`src/hw/rtl/iafyz_pkg.sv`:
```
`timescale 1ns / 1ps
// ----------------------------------------------------------------------------
// iafyz_pkg
// Shared constants and types of the angle frame parser with yaw zeroing.
// ----------------------------------------------------------------------------
package iafyz_pkg;

  // Frame layout.
  localparam logic [7:0] Hdr0      = 8'h55;
  localparam logic [7:0] Hdr1      = 8'h53;
  localparam logic [3:0] IdxYawLo  = 4'd6;
  localparam logic [3:0] IdxYawHi  = 4'd7;
  localparam logic [3:0] IdxCsum   = 4'd10;

  // Calibration: number of frames averaged into the zero offset (1 to 15).
  localparam int unsigned CalibFrames = 10;
  localparam int unsigned CalibCntW   = $clog2(CalibFrames + 1);
  localparam int unsigned CalibHalf   = CalibFrames / 2;

  // Offset accumulator and the reciprocal that divides it by CalibFrames.
  // With the shift at OffsetW plus the divisor's bit count, the rounded-up
  // reciprocal gives the exact floor for every operand below 2**OffsetW.
  localparam int unsigned OffsetW    = 21;
  localparam int unsigned RecipShift = OffsetW + $clog2(CalibFrames);
  localparam int unsigned RecipMul   = ((1 << RecipShift) + CalibFrames - 1) / CalibFrames;
  localparam int unsigned RecipW     = $clog2(RecipMul + 1);

  // Queue between the parser and the zeroing stage.
  localparam int unsigned FifoDepth = 4;
  localparam int unsigned FifoPtrW  = $clog2(FifoDepth);
  localparam int unsigned FifoCntW  = $clog2(FifoDepth + 1);

  typedef struct packed {
    logic               push;
    logic signed [15:0] yaw;
  } yaw_push_t;

  typedef struct packed {
    logic full;
    logic empty;
  } fifo_stat_t;

  typedef enum logic [3:0] {
    ST_CALIB = 4'b0001,
    ST_LOAD  = 4'b0010,
    ST_DIV   = 4'b0100,
    ST_RUN   = 4'b1000
  } zero_state_e;

endpackage

```
`src/hw/rtl/imu_angle_frame_yaw_zeroing.sv`:
```
`timescale 1ns / 1ps
// ----------------------------------------------------------------------------
// imu_angle_frame_yaw_zeroing
// Parses angle frames from a serial byte stream and outputs yaw relative to
// the mean of the first calibration frames.
// ----------------------------------------------------------------------------
// Throughput: one byte per cycle, sustained; the parser stalls only on a full
// yaw queue.
// Flow: a yaw is queued on acceptance of its checksum byte, then popped into
// the output register. After calibration the mean is formed by a load of the
// rounded magnitude, then one reciprocal multiply; frames wait queued.
// Reset: asynchronous, active low, clears all control state; no clear pass.
module imu_angle_frame_yaw_zeroing
  import iafyz_pkg::*;
(
  input  logic        clk_i,
  input  logic        rst_ni,
  input  logic        s_axis_tvalid,
  output logic        s_axis_tready,
  input  logic [7:0]  s_axis_tdata,   // [7:0] rx_byte
  output logic        m_axis_tvalid,
  input  logic        m_axis_tready,
  output logic [15:0] m_axis_tdata    // [15:0] rel_yaw
);

  yaw_push_t          yaw_push;
  fifo_stat_t         fifo_stat;
  logic               pop;
  logic signed [15:0] yaw_head;

  iafyz_frame_parser u_parser (
    .clk_i        (clk_i),
    .rst_ni       (rst_ni),
    .byte_valid_i (s_axis_tvalid),
    .byte_i       (s_axis_tdata),
    .fifo_stat_i  (fifo_stat),
    .byte_ready_o (s_axis_tready),
    .yaw_push_o   (yaw_push)
  );

  iafyz_yaw_fifo u_fifo (
    .clk_i       (clk_i),
    .rst_ni      (rst_ni),
    .yaw_push_i  (yaw_push),
    .pop_i       (pop),
    .yaw_o       (yaw_head),
    .fifo_stat_o (fifo_stat)
  );

  iafyz_zeroing u_zeroing (
    .clk_i       (clk_i),
    .rst_ni      (rst_ni),
    .yaw_i       (yaw_head),
    .fifo_stat_i (fifo_stat),
    .pop_o       (pop),
    .out_valid_o (m_axis_tvalid),
    .out_ready_i (m_axis_tready),
    .rel_yaw_o   (m_axis_tdata)
  );

endmodule

```
`src/hw/rtl/iafyz_frame_parser.sv`:
```
`timescale 1ns / 1ps
// ----------------------------------------------------------------------------
// iafyz_frame_parser
// Hunts for angle frames in the byte stream and pushes the yaw of each frame
// whose checksum matches.
// ----------------------------------------------------------------------------
module iafyz_frame_parser
  import iafyz_pkg::*;
(
  input  logic       clk_i,
  input  logic       rst_ni,
  input  logic       byte_valid_i,
  input  logic [7:0] byte_i,
  input  fifo_stat_t fifo_stat_i,
  output logic       byte_ready_o,
  output yaw_push_t  yaw_push_o
);

  logic       in_frame_q, in_frame_d;
  logic [3:0] byte_cnt_q, byte_cnt_d;
  logic [7:0] csum_q, csum_d;
  logic [7:0] yaw_lo_q, yaw_lo_d;
  logic [7:0] yaw_hi_q, yaw_hi_d;
  logic       accept;
  logic       push;

  // Only the checksum byte pushes, so holding off on a full queue is enough.
  assign byte_ready_o = !fifo_stat_i.full;
  assign accept       = byte_valid_i && byte_ready_o;

  always_comb begin
    in_frame_d = in_frame_q;
    byte_cnt_d = byte_cnt_q;
    csum_d     = csum_q;
    yaw_lo_d   = yaw_lo_q;
    yaw_hi_d   = yaw_hi_q;
    push       = 1'b0;
    if (accept) begin
      if (!in_frame_q) begin
        if (byte_i == Hdr0) begin
          in_frame_d = 1'b1;
          byte_cnt_d = 4'd1;
          csum_d     = byte_i;
        end
      end else if (byte_cnt_q <= 4'd1) begin
        // A bad second byte drops the frame and is never a new start.
        if (byte_i != Hdr1) begin
          in_frame_d = 1'b0;
          byte_cnt_d = '0;
          csum_d     = '0;
        end else begin
          csum_d     = csum_q + byte_i;
          byte_cnt_d = byte_cnt_q + 4'd1;
        end
      end else if (byte_cnt_q >= IdxCsum) begin
        push       = (byte_i == csum_q);
        in_frame_d = 1'b0;
        byte_cnt_d = '0;
        csum_d     = '0;
      end else begin
        if (byte_cnt_q == IdxYawLo) begin
          yaw_lo_d = byte_i;
        end
        if (byte_cnt_q == IdxYawHi) begin
          yaw_hi_d = byte_i;
        end
        csum_d     = csum_q + byte_i;
        byte_cnt_d = byte_cnt_q + 4'd1;
      end
    end
  end

  always_ff @(posedge clk_i or negedge rst_ni) begin
    if (!rst_ni) begin
      in_frame_q <= 1'b0;
      byte_cnt_q <= '0;
      csum_q     <= '0;
      yaw_lo_q   <= '0;
      yaw_hi_q   <= '0;
    end else begin
      in_frame_q <= in_frame_d;
      byte_cnt_q <= byte_cnt_d;
      csum_q     <= csum_d;
      yaw_lo_q   <= yaw_lo_d;
      yaw_hi_q   <= yaw_hi_d;
    end
  end

  assign yaw_push_o.push = push;
  assign yaw_push_o.yaw  = $signed({yaw_hi_q, yaw_lo_q});

endmodule

```
`src/hw/rtl/iafyz_yaw_fifo.sv`:
```
`timescale 1ns / 1ps
// ----------------------------------------------------------------------------
// iafyz_yaw_fifo
// Short queue of yaw values between the frame parser and the zeroing stage.
// ----------------------------------------------------------------------------
module iafyz_yaw_fifo
  import iafyz_pkg::*;
(
  input  logic               clk_i,
  input  logic               rst_ni,
  input  yaw_push_t          yaw_push_i,
  input  logic               pop_i,
  output logic signed [15:0] yaw_o,
  output fifo_stat_t         fifo_stat_o
);

  logic signed [15:0]  mem_q [FifoDepth];
  logic [FifoPtrW-1:0] wr_ptr_q, wr_ptr_d;
  logic [FifoPtrW-1:0] rd_ptr_q, rd_ptr_d;
  logic [FifoCntW-1:0] cnt_q, cnt_d;
  logic                do_push;
  logic                do_pop;

  assign fifo_stat_o.full  = (cnt_q == FifoCntW'(FifoDepth));
  assign fifo_stat_o.empty = (cnt_q == '0);
  assign do_push = yaw_push_i.push && !fifo_stat_o.full;
  assign do_pop  = pop_i && !fifo_stat_o.empty;
  assign yaw_o   = mem_q[rd_ptr_q];

  always_comb begin
    wr_ptr_d = wr_ptr_q;
    rd_ptr_d = rd_ptr_q;
    cnt_d    = cnt_q;
    if (do_push) begin
      wr_ptr_d = wr_ptr_q + 1'b1;
    end
    if (do_pop) begin
      rd_ptr_d = rd_ptr_q + 1'b1;
    end
    if (do_push && !do_pop) begin
      cnt_d = cnt_q + 1'b1;
    end else if (do_pop && !do_push) begin
      cnt_d = cnt_q - 1'b1;
    end
  end

  always_ff @(posedge clk_i) begin
    if (do_push) begin
      mem_q[wr_ptr_q] <= yaw_push_i.yaw;
    end
  end

  always_ff @(posedge clk_i or negedge rst_ni) begin
    if (!rst_ni) begin
      wr_ptr_q <= '0;
      rd_ptr_q <= '0;
      cnt_q    <= '0;
    end else begin
      wr_ptr_q <= wr_ptr_d;
      rd_ptr_q <= rd_ptr_d;
      cnt_q    <= cnt_d;
    end
  end

`ifndef SYNTH
  a_cnt_tracks_ptrs: assert property (@(posedge clk_i) disable iff (!rst_ni)
    (cnt_q != '0 && cnt_q != FifoCntW'(FifoDepth)) |-> (wr_ptr_q != rd_ptr_q))
    else $error("queue count disagrees with pointers");
`endif

endmodule

```
`src/hw/rtl/iafyz_zeroing.sv`:
```
`timescale 1ns / 1ps
// ----------------------------------------------------------------------------
// iafyz_zeroing
// Sums the calibration frames, forms the rounded mean offset by a reciprocal
// multiplication and subtracts it from every later yaw.
// ----------------------------------------------------------------------------
module iafyz_zeroing
  import iafyz_pkg::*;
(
  input  logic               clk_i,
  input  logic               rst_ni,
  input  logic signed [15:0] yaw_i,
  input  fifo_stat_t         fifo_stat_i,
  output logic               pop_o,
  output logic               out_valid_o,
  input  logic               out_ready_i,
  output logic [15:0]        rel_yaw_o
);

  zero_state_e               state_q, state_d;
  logic [CalibCntW-1:0]      calib_cnt_q, calib_cnt_d;
  logic [OffsetW-1:0]        offset_q, offset_d;
  logic [OffsetW-1:0]        quo_q, quo_d;
  logic                      neg_q, neg_d;
  logic [15:0]               mean_q, mean_d;
  logic                      out_valid_q, out_valid_d;
  logic [15:0]               rel_yaw_q, rel_yaw_d;
  logic [OffsetW-1:0]        mag;
  logic [OffsetW+RecipW-1:0] prod;
  logic [15:0]               mean_mag;

  assign mag      = offset_q[OffsetW-1] ? (~offset_q + 1'b1) : offset_q;
  assign prod     = quo_q * RecipW'(RecipMul);
  assign mean_mag = prod[RecipShift +: 16];

  always_comb begin
    state_d     = state_q;
    calib_cnt_d = calib_cnt_q;
    offset_d    = offset_q;
    quo_d       = quo_q;
    neg_d       = neg_q;
    mean_d      = mean_q;
    out_valid_d = out_valid_q;
    rel_yaw_d   = rel_yaw_q;
    pop_o       = 1'b0;
    if (out_valid_q && out_ready_i) begin
      out_valid_d = 1'b0;
    end
    case (state_q)
      ST_CALIB: begin
        if (!fifo_stat_i.empty) begin
          pop_o       = 1'b1;
          offset_d    = offset_q + OffsetW'(yaw_i);
          calib_cnt_d = calib_cnt_q + 1'b1;
          if (calib_cnt_d == CalibCntW'(CalibFrames)) begin
            state_d = ST_LOAD;
          end
        end
      end
      ST_LOAD: begin
        neg_d   = offset_q[OffsetW-1];
        quo_d   = mag + OffsetW'(CalibHalf);
        state_d = ST_DIV;
      end
      ST_DIV: begin
        // The rounded magnitude times the reciprocal, shifted down, is the mean's magnitude.
        mean_d  = neg_q ? (~mean_mag + 1'b1) : mean_mag;
        state_d = ST_RUN;
      end
      ST_RUN: begin
        if (!fifo_stat_i.empty && (!out_valid_q || out_ready_i)) begin
          pop_o       = 1'b1;
          out_valid_d = 1'b1;
          rel_yaw_d   = yaw_i - mean_q;
        end
      end
      default: begin
        state_d = ST_CALIB;
      end
    endcase
  end

  always_ff @(posedge clk_i or negedge rst_ni) begin
    if (!rst_ni) begin
      state_q     <= ST_CALIB;
      calib_cnt_q <= '0;
      offset_q    <= '0;
      neg_q       <= 1'b0;
      mean_q      <= '0;
      out_valid_q <= 1'b0;
    end else begin
      state_q     <= state_d;
      calib_cnt_q <= calib_cnt_d;
      offset_q    <= offset_d;
      neg_q       <= neg_d;
      mean_q      <= mean_d;
      out_valid_q <= out_valid_d;
    end
  end

  always_ff @(posedge clk_i) begin
    quo_q     <= quo_d;
    rel_yaw_q <= rel_yaw_d;
  end

  assign out_valid_o = out_valid_q;
  assign rel_yaw_o   = rel_yaw_q;

`ifndef SYNTH
  a_no_result_before_run: assert property (@(posedge clk_i) disable iff (!rst_ni)
    (state_q != ST_RUN) |-> !out_valid_q)
    else $error("result shown before the offset is known");

  a_pop_gives_result: assert property (@(posedge clk_i) disable iff (!rst_ni)
    (pop_o && state_q == ST_RUN) |=> out_valid_q)
    else $error("popped yaw did not reach the output register");

  a_calib_cnt_bound: assert property (@(posedge clk_i) disable iff (!rst_ni)
    (state_q != ST_CALIB) |-> (calib_cnt_q == CalibCntW'(CalibFrames)))
    else $error("calibration left with a wrong frame count");
`endif

endmodule

```
`config.mk`:
```
export PLATFORM = sky130hd
export DESIGN_NAME = imu_angle_frame_yaw_zeroing
export DESIGN_NICKNAME = d
export VERILOG_FILES = /design/src/hw/rtl/iafyz_pkg.sv /design/src/hw/rtl/imu_angle_frame_yaw_zeroing.sv /design/src/hw/rtl/iafyz_frame_parser.sv /design/src/hw/rtl/iafyz_yaw_fifo.sv /design/src/hw/rtl/iafyz_zeroing.sv
export SDC_FILE = /design/constraint.sdc
export NUM_CORES = 1
export LEC_CHECK = 0
export BUFFER_PORTS_ARGS = -buffer_cell sky130_fd_sc_hd__buf_2
export CORE_MARGIN = 4
export CORE_UTILIZATION = 59
export DETAILED_ROUTE_END_ITERATION = 8
export PLACE_DENSITY = 0.87
export SLEW_MARGIN = 10
export SYNTH_ARGS = -nofsm -noshare
export SYNTH_HDL_FRONTEND = slang
export SYNTH_SLANG_ARGS = --single-unit
export TNS_END_PERCENT = 10
```
`constraint.sdc`:
```
create_clock -name clk_i -period 6.2 [get_ports clk_i]
set_clock_uncertainty 0.2 [all_clocks]
set_input_delay 1.24 -clock clk_i [delete_from_list [all_inputs] [get_ports clk_i]]
set_output_delay 1.24 -clock clk_i [all_outputs]
set_load 0.03 [all_outputs]
```
==> results.sh <==
export IMPL_syn_inst=1626
export IMPL_power_leakage_nw=9.43
export IMPL_end_kind="register"
export IMPL_antenna_found_initial=0
export IMPL_hp_class="register to register"
export IMPL_synth_edf_count=101
export IMPL_cts_tree="done"
export IMPL_clk_pin_slew_ns=0.08
export IMPL_routed_wl_mm=46.7
export IMPL_wire_per_inst_um=21.1
export IMPL_worst_pin_slew_ns=1.35
export IMPL_grt_max_degree=45
export IMPL_diodes=0
export IMPL_synthesis_area_sq_mm=0.0173
export IMPL_power_total_mw=11.9
export IMPL_crit_arrival_ns=6.78
export IMPL_routed_via_density=6.01
export IMPL_layout_setup_ws_ns=-0.490
export IMPL_placementRows=62
export IMPL_ys_async_sr_fraction_pct=45.1
export IMPL_synth_compound_area_share_pct=10.0
export IMPL_start_util_pct=60.1
export IMPL_hold_viol_final=0
export IMPL_maxUsedRoutingLayer="met4"
export IMPL_n_fill_cell=1841
export IMPL_slew_viol_final=0
export IMPL_avgSynthCellArea_sq_um=10.6
export IMPL_wl_met1_mm=18.3
export IMPL_synth_top_family_by_area="adder cells"
export IMPL_max_cap_violations=0
export IMPL_fin_crit_sh_pct=108
export IMPL_met2_length_mm=22.6
export IMPL_dr_total_vias=13300
export IMPL_ant_nets=0
export IMPL_path_max_fanout=4
export IMPL_cts_max_level=4
export IMPL_finalSetupViolCount=15
export IMPL_io_pins=30
export IMPL_die_area_sq_mm=0.0321
export IMPL_ys_seq_area_share_pct=29.6
export IMPL_gp_congestion=0.973
export IMPL_ys_warn_count=0
export IMPL_fmax_ghz=0.149
export IMPL_fp_dieH_um=179
export IMPL_cts_root_buf="clkbuf_16"
export IMPL_slew_headroom_pct=8.97
export IMPL_worstSetupPathType="register to register"
export IMPL_cts_sinks=184
export IMPL_area_delta_synth_final_pct=18.1
export IMPL_final_cells=2215
export IMPL_placed_cells=2165
export IMPL_synth_mux_area_share_pct=3.36
export IMPL_port_buffers=29
export IMPL_grt_pass1_vias=14100
export IMPL_synth_simple_area_share_pct=9.12
export IMPL_layout_nets=2222
export IMPL_grt_ovfl_total=0
export IMPL_grt_usage_pct=30.1
export IMPL_layout_drive_gt1_share_pct=20.4
export IMPL_wl_met3_mm=3.59
export IMPL_die_w_um=179
export IMPL_synth_xor_area_share_pct=6.83
export IMPL_synth_cell_types=85
export IMPL_crit_path_start_kind="register"
export IMPL_violations="negative setup slack"
export IMPL_synth_adder_area_share_pct=34.5
export IMPL_ir_drop_v=0.000456
export IMPL_drc=0
export IMPL_setup_tns_ns=-4.59
export IMPL_pwr_density_cell_mw_per_mm2=582
export IMPL_cp_required_ns=6.29
export IMPL_synthesis_nets=2030
export IMPL_ys_seq_elements=184
export IMPL_grt_pass1_wl_mm=74.2
export IMPL_firstDrtPassIters=6
export IMPL_period_needed_ns=6.69
export IMPL_cts_buffers_inserted=17
export IMPL_clk_insertion_delay_late_ns=0.46
export IMPL_core_area_sq_mm=0.0288
export IMPL_drt_iter0_drc=1177
export IMPL_clk_path_buf_depth=2
export IMPL_synth_ff_type="edfxtp_1"
export IMPL_dp_hpwl_mm=35.7
export IMPL_grt_setup_unrepaired="yes"
export IMPL_outcome="finished, violations left"
-- report_power, final --
group	internal [mW]	total, mW	switching [mW]
Clock	0.552	1.10	0.545
Combinational	4.16	8.97	4.81
Sequential	1.53	1.82	0.284
-- kinds of logic after synthesis --
logic type                 Yosys count
adders and majority gates          392
and+or+nand+nor                    311
xor gates and xnor gates           134
DFF                                184
buffers and inverters              302
AOI/OAI and AO/OA                  267
muxes                               36
-- Yosys cell counts, types with 8 or more instances --
cell	instances	area (sq um)
mux2_2	17	191
nor2_1	55	206
o31ai_1	12	90.1
a211oi_1	8	60.1
nor3_1	22	110
clkbuf_1	19	71.3
a21o_1	27	203
xor2_1	55	482
edfxtp_1	101	3030
a21oi_1	57	285
o21ai_0	80	400
o21bai_1	11	82.6
ha_1	250	3130
dfrtp_1	82	2050
nand3_1	19	95.1
o21ai_1	9	45.0
xnor2_1	78	683
inv_1	275	1030
mux4_2	16	360
fa_1	142	2840
nand2_1	123	462
and2_1	17	106
-- path summary, 6_finish.rpt --
path                                        endpoint           startpoint  slack [ns]  cells past startpoint
max in group asynchronous       u_zeroing.mean_q[11]               rst_ni        4.19                      2
worst max register to register  u_zeroing.mean_q[15]  u_zeroing.quo_q[14]       -0.49                     22
worst max-delay path            u_zeroing.mean_q[15]  u_zeroing.quo_q[14]       -0.49                     22
worst min-delay path             u_zeroing.mean_q[5]  u_zeroing.mean_q[5]        0.29                      2
min in group asynchronous         u_parser.csum_q[6]               rst_ni        0.56                      1
worst min register to register   u_zeroing.mean_q[5]  u_zeroing.mean_q[5]        0.29                      2
-- through the flow --
step / instance area (sq um) / utilization (%) / setup slack (ns) / hold slack (ns)
CTS: 20400 / 70.9 / -0.463 / 0.292
global placement: 19500 / 67.8 / -0.372 / 0.268
finish: 20400 / 71.0 / -0.490 / 0.288
detailed placement: 19500 / 67.8 / -0.537 / 0.276
floorplan: 17900 / - / -0.0576 / 0.250
global route: 20400 / 71.0 / -0.726 / 0.303
-- timing repair --
item,4_1_cts,5_1_grt
gates resized for setup,27,3
endpoints found under the setup margin,15,15
hold buffers,0,0
pin swaps,44,9
buffers inserted,18,0
-- per-layer routing --
layer | track usage, % | vias to the layer above
li1 | - | 5914
met4 | 13.0 | 0
met2 | 50.7 | 669
met1 | 38.0 | 6533
met5 | 0 | -
met3 | 5.93 | 192
-- sequential cells by signal (all words and copies together), names as in the netlist --
register,count
u_zeroing.rel_yaw_o,16
u_parser.yaw_hi_q,8
u_zeroing.neg_q,1
u_parser.yaw_lo_q,8
u_fifo.wr_ptr_q,2
u_fifo.cnt_q,3
u_zeroing.offset_q,21
u_zeroing.calib_cnt_q,4
u_fifo.rd_ptr_q,2
u_zeroing.out_valid_o,1
u_parser.byte_cnt_q,4
u_parser.csum_q,8
u_zeroing.quo_q,21
u_fifo.mem_q,64
u_parser.in_frame_q,1
u_zeroing.mean_q,16
u_zeroing.state_q,4
-- cell type report --
class | count | area [sq um] | area share [%]
multi-input cells | 1140 | 11700 | 57.5
inverters | 275 | 1030 | 5.06
well taps | 384 | 480 | 2.35
clock buffers | 19 | 443 | 2.17
repair buffers | 200 | 1460 | 7.13
flip-flops and latches | 184 | 5110 | 25.0
clock inverters | 13 | 156 | 0.766
-- worst max-delay path, cell delays in order (launching register included) --
cell and delay, ns:
edfxtp_1 0.50, ha_4 0.28, fa_1 0.48, ha_1 0.34
fa_1 0.48, fa_1 0.53, fa_1 0.54, inv_1 0.05
fa_1 0.51, inv_1 0.07, ha_4 0.26, a21oi_2 0.15
o21ai_2 0.12, nor4b_4 0.32, nand2_2 0.14, buf_4 0.17
a31o_4 0.24, o2111a_1 0.28, a2111oi_0 0.31, a21o_1 0.16
a41oi_2 0.14, xnor2_1 0.18, o21ai_1 0.09
-- layout by cell type, fill, tap and decap left out, types with 4 or more instances in the layout --
cell type / Yosys / routed
o21ai_0: 80 / 72
nor2b_1: 7 / 7
o21ai_2: 0 / 7
dfrtp_1: 82 / 82
nand3_1: 19 / 19
edfxtp_1: 101 / 101
a21oi_1: 57 / 47
and3_1: 7 / 7
a211oi_2: 1 / 4
nor2_1: 55 / 54
a21oi_2: 0 / 10
or3_1: 6 / 6
o31ai_1: 12 / 11
nor4b_1: 5 / 4
clkinv_8: 0 / 5
or2_2: 7 / 5
ha_4: 0 / 36
mux4_2: 16 / 16
buf_2: 5 / 28
xor2_1: 55 / 53
nand2_1: 123 / 123
fa_1: 142 / 139
nor3_1: 22 / 21
nor4_1: 4 / 4
nand2b_1: 7 / 7
xnor2_2: 1 / 4
o21ai_1: 9 / 10
xnor2_1: 78 / 75
a21o_1: 27 / 27
a21boi_0: 5 / 5
buf_4: 0 / 168
clkbuf_16: 0 / 17
o41ai_1: 7 / 6
a211oi_1: 8 / 5
inv_1: 275 / 272
ha_1: 250 / 211
and2_1: 17 / 17
o21bai_1: 11 / 11
nand4_1: 7 / 7
mux2_2: 17 / 17
Note: power is estimated with default switching activity, not from simulation.
